==> config.mk <==
export PLATFORM = sky130hd
export DESIGN_NAME = format_specifier_parser_unit
export DESIGN_NICKNAME = d
export VERILOG_FILES = /design/src/hdl/fsp_pkg.sv /design/src/hdl/fsp_front.sv /design/src/hdl/fsp_queue.sv /design/src/hdl/fsp_back.sv /design/src/hdl/format_specifier_parser_unit.sv
export SDC_FILE = /design/constraint.sdc
export NUM_CORES = 1
export LEC_CHECK = 0
export BUFFER_PORTS_ARGS = -buffer_cell sky130_fd_sc_hd__clkbuf_2
export CORE_ASPECT_RATIO = 0.5
export CORE_MARGIN = 3
export CORE_UTILIZATION = 50
export DETAILED_ROUTE_END_ITERATION = 8
export GPL_TIMING_DRIVEN = 0
export PLACE_DENSITY = 0.68
export SLEW_MARGIN = 20
export SYNTH_ARGS = -nofsm -noshare
export SYNTH_HDL_FRONTEND = slang
export SYNTH_SLANG_ARGS = --single-unit
==> constraint.sdc <==
create_clock -name clk -period 10 [get_ports clk]
set_input_delay 0.5 -clock clk [delete_from_list [all_inputs] [get_ports clk]]
set_output_delay 0.5 -clock clk [all_outputs]
set_load 0.01 [all_outputs]
==> src/hdl/fsp_pkg.sv <==
// shared types, character codes and length codes for the format specifier parser
// no dependencies
package fsp_pkg;

  localparam int NUMBER_BITS_DEF = 16;
  localparam int QUEUE_DEPTH     = 4;

  localparam logic [7:0] CH_PLUS  = 8'h2B;
  localparam logic [7:0] CH_MINUS = 8'h2D;
  localparam logic [7:0] CH_HASH  = 8'h23;
  localparam logic [7:0] CH_SPACE = 8'h20;
  localparam logic [7:0] CH_ZERO  = 8'h30;
  localparam logic [7:0] CH_NINE  = 8'h39;
  localparam logic [7:0] CH_DOT   = 8'h2E;
  localparam logic [7:0] CH_LOW_L = 8'h6C;
  localparam logic [7:0] CH_CAP_L = 8'h4C;
  localparam logic [7:0] CH_LOW_H = 8'h68;

  localparam logic [2:0] LEN_NONE = 3'd0;
  localparam logic [2:0] LEN_H    = 3'd1;
  localparam logic [2:0] LEN_HH   = 3'd2;
  localparam logic [2:0] LEN_L    = 3'd3;
  localparam logic [2:0] LEN_LL   = 3'd4;
  localparam logic [2:0] LEN_CAPL = 3'd5;

  localparam logic [4:0] FLAG_PLUS  = 5'b00001;
  localparam logic [4:0] FLAG_MINUS = 5'b00010;
  localparam logic [4:0] FLAG_ALT   = 5'b00100;
  localparam logic [4:0] FLAG_SPACE = 5'b01000;
  localparam logic [4:0] FLAG_ZPAD  = 5'b10000;

  typedef enum logic [1:0] {
    LTR_NONE,
    LTR_LOW_L,
    LTR_LOW_H,
    LTR_CAP_L
  } letter_t;

  typedef struct packed {
    logic       start_marker;
    logic [7:0] char_in;
  } item_t;

  typedef struct packed {
    logic        flag_plus;
    logic        flag_minus;
    logic        flag_alternate;
    logic        flag_space;
    logic        flag_zero_pad;
    logic [15:0] field_width;
    logic [15:0] precision_value;
    logic        precision_given;
    logic [2:0]  length_code;
    logic [7:0]  end_char;
    logic [7:0]  consumed_count;
  } result_t;

  typedef struct packed {
    logic       start;
    logic [7:0] ch;
    logic [4:0] flag_mask;
    logic       is_digit;
    logic [3:0] digit;
    logic       is_dot;
    letter_t    letter;
  } entry_t;

endpackage

==> src/hdl/fsp_front.sv <==
// front end: accepts characters and classifies them into queue entries
// depends on fsp_pkg
module fsp_front (
  input  logic           item_valid,
  input  fsp_pkg::item_t item,
  input  logic           queue_full,
  output logic           item_stall,
  output logic           push,
  output fsp_pkg::entry_t entry
);
  import fsp_pkg::*;

  logic [7:0] c;
  logic [7:0] rel;

  assign c          = item.char_in;
  assign rel        = c - CH_ZERO;
  assign item_stall = queue_full;
  assign push       = item_valid && !queue_full;

  always_comb begin
    entry.start     = item.start_marker;
    entry.ch        = c;
    entry.is_digit  = (c >= CH_ZERO) && (c <= CH_NINE);
    entry.digit     = rel[3:0];
    entry.is_dot    = (c == CH_DOT);
    entry.flag_mask = '0;
    case (c)
      CH_PLUS:  entry.flag_mask = FLAG_PLUS;
      CH_MINUS: entry.flag_mask = FLAG_MINUS;
      CH_HASH:  entry.flag_mask = FLAG_ALT;
      CH_SPACE: entry.flag_mask = FLAG_SPACE;
      CH_ZERO:  entry.flag_mask = FLAG_ZPAD;
      default:  entry.flag_mask = '0;
    endcase
    case (c)
      CH_LOW_L: entry.letter = LTR_LOW_L;
      CH_LOW_H: entry.letter = LTR_LOW_H;
      CH_CAP_L: entry.letter = LTR_CAP_L;
      default:  entry.letter = LTR_NONE;
    endcase
  end

endmodule

==> src/hdl/fsp_queue.sv <==
// short fifo of classified entries between front and back
// depends on fsp_pkg
module fsp_queue (
  input  logic            clk,
  input  logic            rst,
  input  logic            push,
  input  fsp_pkg::entry_t push_entry,
  input  logic            pop,
  output fsp_pkg::entry_t head,
  output logic            not_empty,
  output logic            full
);
  import fsp_pkg::*;

  localparam int PW = $clog2(QUEUE_DEPTH);
  localparam int CW = $clog2(QUEUE_DEPTH + 1);

  entry_t        mem [QUEUE_DEPTH];
  logic [PW-1:0] wr_ptr;
  logic [PW-1:0] rd_ptr;
  logic [CW-1:0] count;

  assign head      = mem[rd_ptr];
  assign not_empty = (count != '0);
  assign full      = (count == CW'(QUEUE_DEPTH));

  always_ff @(posedge clk) begin
    if (push) begin
      mem[wr_ptr] <= push_entry;
    end
  end

  always_ff @(posedge clk) begin
    if (rst) begin
      wr_ptr <= '0;
      rd_ptr <= '0;
      count  <= '0;
    end else begin
      if (push) begin
        wr_ptr <= wr_ptr + 1'b1;
      end
      if (pop) begin
        rd_ptr <= rd_ptr + 1'b1;
      end
      case ({push, pop})
        2'b10:   count <= count + 1'b1;
        2'b01:   count <= count - 1'b1;
        default: count <= count;
      endcase
    end
  end

  a_count_bound: assert property (@(posedge clk) disable iff (rst)
    count <= CW'(QUEUE_DEPTH))
    else $error("queue count beyond depth");

  a_no_pop_empty: assert property (@(posedge clk) disable iff (rst)
    pop |-> count != '0)
    else $error("pop from empty queue");

  a_no_push_full: assert property (@(posedge clk) disable iff (rst)
    push |-> count != CW'(QUEUE_DEPTH))
    else $error("push into full queue");

  a_count_track: assert property (@(posedge clk) disable iff (rst)
    !$past(rst) |-> count == $past(count) + CW'($past(push)) - CW'($past(pop)))
    else $error("queue count out of step");

endmodule

==> src/hdl/fsp_back.sv <==
// back end: parse state machine and result register
// depends on fsp_pkg
module fsp_back #(
  parameter int NUMBER_BITS = fsp_pkg::NUMBER_BITS_DEF
) (
  input  logic             clk,
  input  logic             rst,
  input  fsp_pkg::entry_t  head,
  input  logic             not_empty,
  output logic             pop,
  input  logic             result_stall,
  output logic             result_valid,
  output fsp_pkg::result_t result
);
  import fsp_pkg::*;

  localparam int NB = NUMBER_BITS;

  typedef enum logic [2:0] {
    PH_IDLE,
    PH_FLAGS,
    PH_WIDTH,
    PH_DOT,
    PH_PREC,
    PH_LEN2,
    PH_DONE
  } phase_t;

  phase_t        phase, phase_next, ph;
  logic [4:0]    flags, flags_next, fl;
  logic [NB-1:0] wacc, wacc_next, wa;
  logic [NB-1:0] pacc, pacc_next, pa;
  logic          pseen, pseen_next, ps;
  logic [2:0]    len_kind, len_kind_next, lk;
  logic [7:0]    cnt, cnt_next, cn;
  logic          emit;
  logic [NB-1:0] acc_in, acc_out;
  logic [NB+3:0] acc_wide;
  logic [NB+15:0] wacc_ext, pacc_ext;

  assign pop = not_empty && (!result_valid || !result_stall);

  always_comb begin
    ph = phase;
    fl = flags;
    wa = wacc;
    pa = pacc;
    ps = pseen;
    lk = len_kind;
    cn = cnt;
    if (head.start) begin
      ph = PH_FLAGS;
      fl = '0;
      wa = '0;
      pa = '0;
      ps = 1'b0;
      lk = LEN_NONE;
      cn = '0;
    end
  end

  // one multiply-by-ten-and-add shared by width and precision
  always_comb begin
    acc_in   = (ph inside {PH_FLAGS, PH_WIDTH}) ? wa : pa;
    acc_wide = ({4'b0, acc_in} << 3) + ({4'b0, acc_in} << 1) + (NB + 4)'(head.digit);
    acc_out  = (acc_wide > {4'b0, {NB{1'b1}}}) ? {NB{1'b1}} : acc_wide[NB-1:0];
  end

  always_comb begin
    phase_next    = ph;
    flags_next    = fl;
    wacc_next     = wa;
    pacc_next     = pa;
    pseen_next    = ps;
    len_kind_next = lk;
    cnt_next      = cn;
    emit          = 1'b0;
    if (ph != PH_IDLE) begin
      if (ph == PH_FLAGS && head.flag_mask != '0) begin
        flags_next = fl | head.flag_mask;
      end else if ((ph inside {PH_FLAGS, PH_WIDTH}) && head.is_digit) begin
        wacc_next  = acc_out;
        phase_next = PH_WIDTH;
      end else if ((ph inside {PH_FLAGS, PH_WIDTH}) && head.is_dot) begin
        phase_next = PH_DOT;
      end else if ((ph inside {PH_DOT, PH_PREC}) && head.is_digit) begin
        pacc_next  = acc_out;
        pseen_next = 1'b1;
        phase_next = PH_PREC;
      end else if ((ph inside {PH_FLAGS, PH_WIDTH, PH_DOT, PH_PREC}) &&
                   head.letter != LTR_NONE) begin
        case (head.letter)
          LTR_LOW_L: len_kind_next = LEN_L;
          LTR_LOW_H: len_kind_next = LEN_H;
          default:   len_kind_next = LEN_CAPL;
        endcase
        phase_next = PH_LEN2;
      end else if (ph == PH_LEN2 &&
                   (head.letter == LTR_LOW_L || head.letter == LTR_LOW_H)) begin
        len_kind_next = (head.letter == LTR_LOW_L) ? LEN_LL : LEN_HH;
        phase_next    = PH_DONE;
      end else begin
        emit       = 1'b1;
        phase_next = PH_IDLE;
      end
      if (!emit && cn != 8'hFF) begin
        cnt_next = cn + 1'b1;
      end
    end
  end

  assign wacc_ext = {16'b0, wa};
  assign pacc_ext = {16'b0, pa};

  always_ff @(posedge clk) begin
    if (rst) begin
      phase        <= PH_IDLE;
      result_valid <= 1'b0;
    end else begin
      if (result_valid && !result_stall) begin
        result_valid <= 1'b0;
      end
      if (pop) begin
        phase    <= phase_next;
        flags    <= flags_next;
        wacc     <= wacc_next;
        pacc     <= pacc_next;
        pseen    <= pseen_next;
        len_kind <= len_kind_next;
        cnt      <= cnt_next;
        if (emit) begin
          result_valid           <= 1'b1;
          result.flag_plus       <= fl[0];
          result.flag_minus      <= fl[1];
          result.flag_alternate  <= fl[2];
          result.flag_space      <= fl[3];
          result.flag_zero_pad   <= fl[4];
          result.field_width     <= wacc_ext[15:0];
          result.precision_value <= pacc_ext[15:0];
          result.precision_given <= ps;
          result.length_code     <= lk;
          result.end_char        <= head.ch;
          result.consumed_count  <= cn;
        end
      end
    end
  end

  a_new_result_from_pop: assert property (@(posedge clk) disable iff (rst)
    !$past(rst) && result_valid && !$past(result_valid) |-> $past(pop))
    else $error("result appeared without a popped entry");

  a_emit_goes_idle: assert property (@(posedge clk) disable iff (rst)
    !$past(rst) && $past(pop) && $past(emit) |-> phase == PH_IDLE && result_valid)
    else $error("result emitted without returning to idle");

endmodule

==> src/hdl/format_specifier_parser_unit.sv <==
// top level of the format specifier parser: front end, queue, back end
// depends on fsp_pkg, fsp_front, fsp_queue, fsp_back
// each character is queued; result_valid is set when the spec's final character is popped
// throughput: one character per cycle while the result register is not stalled
// a 4-entry queue decouples input acceptance from a stalled result register
// reset (synchronous) empties the queue, drops any pending result and idles the parser
module format_specifier_parser_unit #(
  parameter int NUMBER_BITS = fsp_pkg::NUMBER_BITS_DEF
) (
  input  logic             clk,
  input  logic             rst,
  input  logic             item_valid,
  output logic             item_stall,
  input  fsp_pkg::item_t   item,
  output logic             result_valid,
  input  logic             result_stall,
  output fsp_pkg::result_t result
);
  import fsp_pkg::*;

  logic   push;
  logic   pop;
  logic   full;
  logic   not_empty;
  entry_t push_entry;
  entry_t head;

  fsp_front u_front (
    .item_valid (item_valid),
    .item       (item),
    .queue_full (full),
    .item_stall (item_stall),
    .push       (push),
    .entry      (push_entry)
  );

  fsp_queue u_queue (
    .clk        (clk),
    .rst        (rst),
    .push       (push),
    .push_entry (push_entry),
    .pop        (pop),
    .head       (head),
    .not_empty  (not_empty),
    .full       (full)
  );

  fsp_back #(
    .NUMBER_BITS (NUMBER_BITS)
  ) u_back (
    .clk          (clk),
    .rst          (rst),
    .head         (head),
    .not_empty    (not_empty),
    .pop          (pop),
    .result_stall (result_stall),
    .result_valid (result_valid),
    .result       (result)
  );

endmodule
# --- Word level (Yosys, flattened, before mapping) ---
# Memories as Yosys holds them, arrays and structs flattened. A register that Yosys moved wholly into a read port is not among the register bits.
# Cells that the tools add are included.
# Widths: inputs -> output; s select.
op_classes:
  bitwise: 2
  order_cmp: 3
  n_eq_ne: 20
  n_reduce_logical: 27
  add_sub_neg: 8
  n_mux: 60
ops:
  columns: ["op", "n"]
  rows:
  - ["$mux 16", 12]
  - ["$mux 3", 17]
  - ["$eq 8x6->1 const B", 6]
  - ["$pmux 5 s5", 1]
  - ["$eq 8x7->1 const B", 3]
  - ["$mux 8", 3]
  - ["$add 19x17->20", 1]
  - ["$add 20x4->20", 1]
  - ["$gt 20x16->1 const B", 1]
  - ["$mux 1", 19]
  - ["$mux 5", 3]
  - ["$pmux 3 s2", 2]
  - ["$logic_and 1x1->1", 11]
  - ["$eq 3x3->1 const B", 3]
  - ["$add 8x1->8 const B", 1]
  - ["$ge 8x6->1 const B", 1]
  - ["$le 8x6->1 const B", 1]
  - ["$ne 8x8->1 const B", 1]
  - ["$reduce_bool 2->1", 4]
  - ["$eq 3x2->1 const B", 2]
  - ["$pmux 2 s3", 1]
  - ["$reduce_bool 3->1", 2]
  - ["$or 5x5->5", 1]
  - ["$reduce_bool 5->1", 1]
  - ["14 further kinds", 22]
totals:
  memories: 1
  output_inout_bits: 59
  regBits: 117
  ramBits: 88
  input_bits: 13
  wordCells: 143
mem_list:
  columns: ["name", "depth", "width", "read_ports", "rd_clocked_by_memory_dff", "wr", "line_no", "rtl"]
  rows:
  - ["u_queue.mem", 4, 22, 1, 1, 1, "fsp_queue.sv:18", "entry_t mem [QUEUE_DEPTH];"]

# --- Longest topological paths before layout ---
depth:
  ltp_word: 14
  ltp_mapped: 20

# --- Hierarchy ---
# Synthesis repeated with hierarchy kept, for this count alone.
hier_totals:
  hier_cells: 696
  area_unflattened_um2: 9683.0
by_module_without_submodules:
  columns: ["module", "cells_per_inst", "instances", "area_each_um2", "seq_area_each_um2"]
  rows:
  - ["fsp_back", 505, 1, 5839.4, 3263.1]
  - ["fsp_queue", 157, 1, 3604.7, 2822.7]
  - ["fsp_front", 34, 1, 239.0, 0.0]

# --- Worst setup path after synthesis ---
# No wires, ideal clock.
synth_path:
  kind: "register to register"
  start: "reg with a tool-made name"
  end: "reg u_back.wacc[1], data pin"
  setup_ns: 0.259
  required_ns: 9.741
  stages_incl_launch_ff: 19
  synth_period_minus_slack_ns: 5.082
  arrival_time_ns: 4.823
  path_slack_ns: 4.918
  path_cell_list: "dfxtp_1 -> buf_6 -> mux4_2 -> buf_4 -> clkbuf_1 -> nor2_1 -> clkbuf_1 -> a21o_1 -> inv_1 -> fa_1 -> inv_1 -> fa_1 -> a21o_1 -> a221oi_2 -> a21oi_1 -> a21oi_1 -> or4b_4 -> or3_4 -> o31a_1"
synth_rtl:
  columns: ["element", "line_no", "rtl"]
  rows:
  - ["end signal, assigned", "fsp_back.sv:126", "wacc <= wacc_next;"]
  - ["end, declared", "fsp_back.sv:31", "logic [NB-1:0] wacc, wacc_next, wa;"]

==> impl_metrics.tcl <==
set metrics [dict create \
    worst_ep_arrival_time_ns 6.38 \
    cts_buffers 17 \
    drt_iter0_drc 438 \
    ys_seq_area_frac 0.612 \
    clk_path_buf_depth 2 \
    dp_hpwl_mm 13.1 \
    grt_pass1_wl_mm 30.1 \
    drtPass1Iterations 5 \
    synth_ff_type "edfxtp_1" \
    required_ns 10.16 \
    leakage_uw 0.00392 \
    dieArea_um2 20100 \
    rsz0062_at_grt "no" \
    synth_edf_count 178 \
    drc 0 \
    chipHeight_um 102 \
    cp-end-kind "register" \
    period_share 0.622 \
    clk_latency_ns 0.44 \
    io_buffers 71 \
    wl_per_cell_um 18.4 \
    placed_cells 1006 \
    path_class "register to register" \
    area_delta_synth_final_pct 14.4 \
    netlist_instances 698 \
    gr-total-overflow 0 \
    synth.distinct_cells 63 \
    root_buffer "clkbuf_16" \
    rows 34 \
    final_core_util 0.593 \
    antenna_left 0 \
    htreeDepth 4 \
    fmax_mhz 161 \
    antenna_found_initial 0 \
    maxSlewViolCount 0 \
    num_antenna_cells 0 \
    fillers 1414 \
    final_cells 1038 \
    yosysWarnings 0 \
    crit_buf_inv 7 \
    syn_area_per_cell_um2 13.1 \
    grt_pass1_vias 5688 \
    cpLargestDelayFamily "buffers and inverters" \
    gp_congestion 0.871 \
    worstMarginPinSlew_ns 0.972 \
    min_period_ns 6.22 \
    fp.dieW_um 197 \
    crit_path_cell_trace "buf_6 > mux4_2 > buf_4 > clkbuf_1 > nor2_1 > clkbuf_1 > a21o_1 > inv_1 > fa_1 > inv_1 > fa_1 > a21o_1 > a221oi_2 > a21oi_1 > a21oi_1 > or4b_4 > buf_2 > nor4_1 > a21oi_1" \
    post_cts_buffers 0 \
    pre_cts_slack_ns 3.87 \
    grt_use_total 0.196 \
    io_pins 72 \
    ys_seq_elements 191 \
    max-cap-violations 0 \
    postCtsHoldBufs 0 \
    syn_area_um2 9160 \
    final_layout_size_suffix_gt1_frac 0.197 \
    viasPerCell 5.62 \
    finalHoldViolCount 0 \
    path_common_cell "a21oi_1" \
    post_cts_resize_count 0 \
    initial_core_util 0.519 \
    cp-start-kind "register" \
    setup_viol 0 \
    syn_nets 753 \
    cts_tree "yes" \
    min_from "item[8]" \
    slowest_stage "mux4_2" \
    cts_sinks 191 \
    synth-async-reset-ratio 0 \
    vias 5837 \
    crit_fanout 10 \
    timing.setup.tns_ns 0 \
    nets 846 \
    wirelength_mm 19.1 \
    fin_worst_skew_ns 0.0143 \
    vdd_drop_max_mv 0.177 \
    status "complete, no violations" \
    slowest_delay_ns 0.57 \
    clk_pin_slew_worst_paths_ns 0.08 \
    relSlewSlack 0.352 \
    grt_max_degree 31 \
    power_density_nw_per_um2 318 \
    hp-class "input port to register" \
    core_area_um2 17700 \
    setup_ws_ns 3.78 \
]
worst reg2reg max path: stages, from the launching register on:
cell and delay [ns]:
dfxtp_1 0.34, buf_6 0.17, mux4_2 0.57, buf_4 0.21
clkbuf_1 0.29, nor2_1 0.34, clkbuf_1 0.38, a21o_1 0.20
inv_1 0.06, fa_1 0.47, inv_1 0.07, fa_1 0.47
a21o_1 0.21, a221oi_2 0.42, a21oi_1 0.18, a21oi_1 0.18
or4b_4 0.51, buf_2 0.23, nor4_1 0.50, a21oi_1 0.14
logic make-up after synthesis:
| family | Yosys count | synth area share |
|---|---|---|
| fa+ha+maj | 42 | 0.0598 |
| flops | 191 | 0.612 |
| mux | 37 | 0.0668 |
| xor+xnor | 24 | 0.0230 |
| simple gates | 222 | 0.126 |
| compound gates | 118 | 0.0835 |
| buf+inv | 64 | 0.0291 |
layer usage:
layer / wire length [um] / vias up / global-route usage
li1: - / 2794 / -
met2: 9230 / 122 / 0.336
met3: 660 / 23 / 0.0366
met1: 8930 / 2898 / 0.257
met5: 0 / - / 0
met4: 300 / 0 / 0.0651
power breakdown:
part / internal [uW] / leakage (uW) / total [uW] / switching (uW)
sequential: 1070 / 0.00176 / 1110 / 39.5
combinational: 599 / 0.00189 / 1560 / 959
clock: 333 / 0.000275 / 661 / 328
per-stage QoR:
stage | total power [uW] | hold slack [ns] | cell area, um^2
6_report | 3330 | 0.274 | 10500
2_1_floorplan | 2270 | 0.468 | 9160
4_1_cts | 3330 | 0.257 | 10500
5_1_grt | 3550 | 0.265 | 10500
3_3_place_gp | 2610 | 0.478 | 9810
3_5_place_dp | 2670 | 0.484 | 9890
cell usage in the layout, fill, tap and decap left out, drive strengths merged, types with 11 or more instances in the layout:
master,instances
edfxtp,178
clkbuf,112
nor2,57
nand2,48
nor2b,48
ha,39
inv,37
a21oi,35
o21ai,29
mux4,18
xnor2,15
mux2,13
a21o,13
dfxtp,13
buf,13
nor4,12
nor3,11
cell type report:
class	count	area, um^2	area share
plain buffers	33	150	0.0143
clock buffers	18	429	0.0410
clock inverters	14	148	0.0141
inverters	31	116	0.0111
multi-input cells	443	3300	0.315
flip-flops and latches	191	5610	0.535
well taps	234	293	0.0280
repair buffers	74	430	0.0411
final timing paths:
check	end	slack [ns]	depth (start not counted)
worst max-delay path	u_back.pacc[15]	3.78	19
worst min-delay path	u_queue.mem[3][21]	0.27	1
worst max register to register	u_back.pacc[15]	3.78	19
worst min register to register	u_back.result_valid	0.51	2
cell usage after synthesis (all sizes together) (3+ instances only):
master  number  area share
nand2b       4      0.0027
and2         5      0.0034
nor3        11      0.0066
mux4        18       0.044
mux2        13       0.016
o31a         4      0.0038
nor2b       48       0.033
nor2        57       0.023
nand2       48       0.020
nor4        12      0.0089
edfxtp     178        0.58
buf         10      0.0070
a31o         3      0.0029
xor2         9      0.0086
nand3b       3      0.0025
xnor2       15       0.014
clkbuf      23      0.0094
nand4        5      0.0034
and3         3      0.0020
mux2i        6      0.0066
a22oi        3      0.0025
nor3b        4      0.0033
a21o        13       0.011
fa           3      0.0066
o211ai       3      0.0025
a31oi        8      0.0055
o21ai       29       0.016
or3          5      0.0040
ha          39       0.053
dfxtp       13       0.028
nand3        9      0.0049
inv         31       0.013
a21oi       35       0.019
state kept, by name (all words and copies together), names as in the netlist, named ones only:
signal	cells
u_queue.rd_ptr	2
u_back.pacc	16
u_queue.count	3
u_back.cnt	8
u_back.phase	3
u_back.result_valid	1
u_back.wacc	16
u_back.len_kind	3
u_queue.wr_ptr	2
u_back.result	57
u_back.pseen	1
u_back.flags	5
u_queue.mem	72
Power figures use the tool's default switching activity.
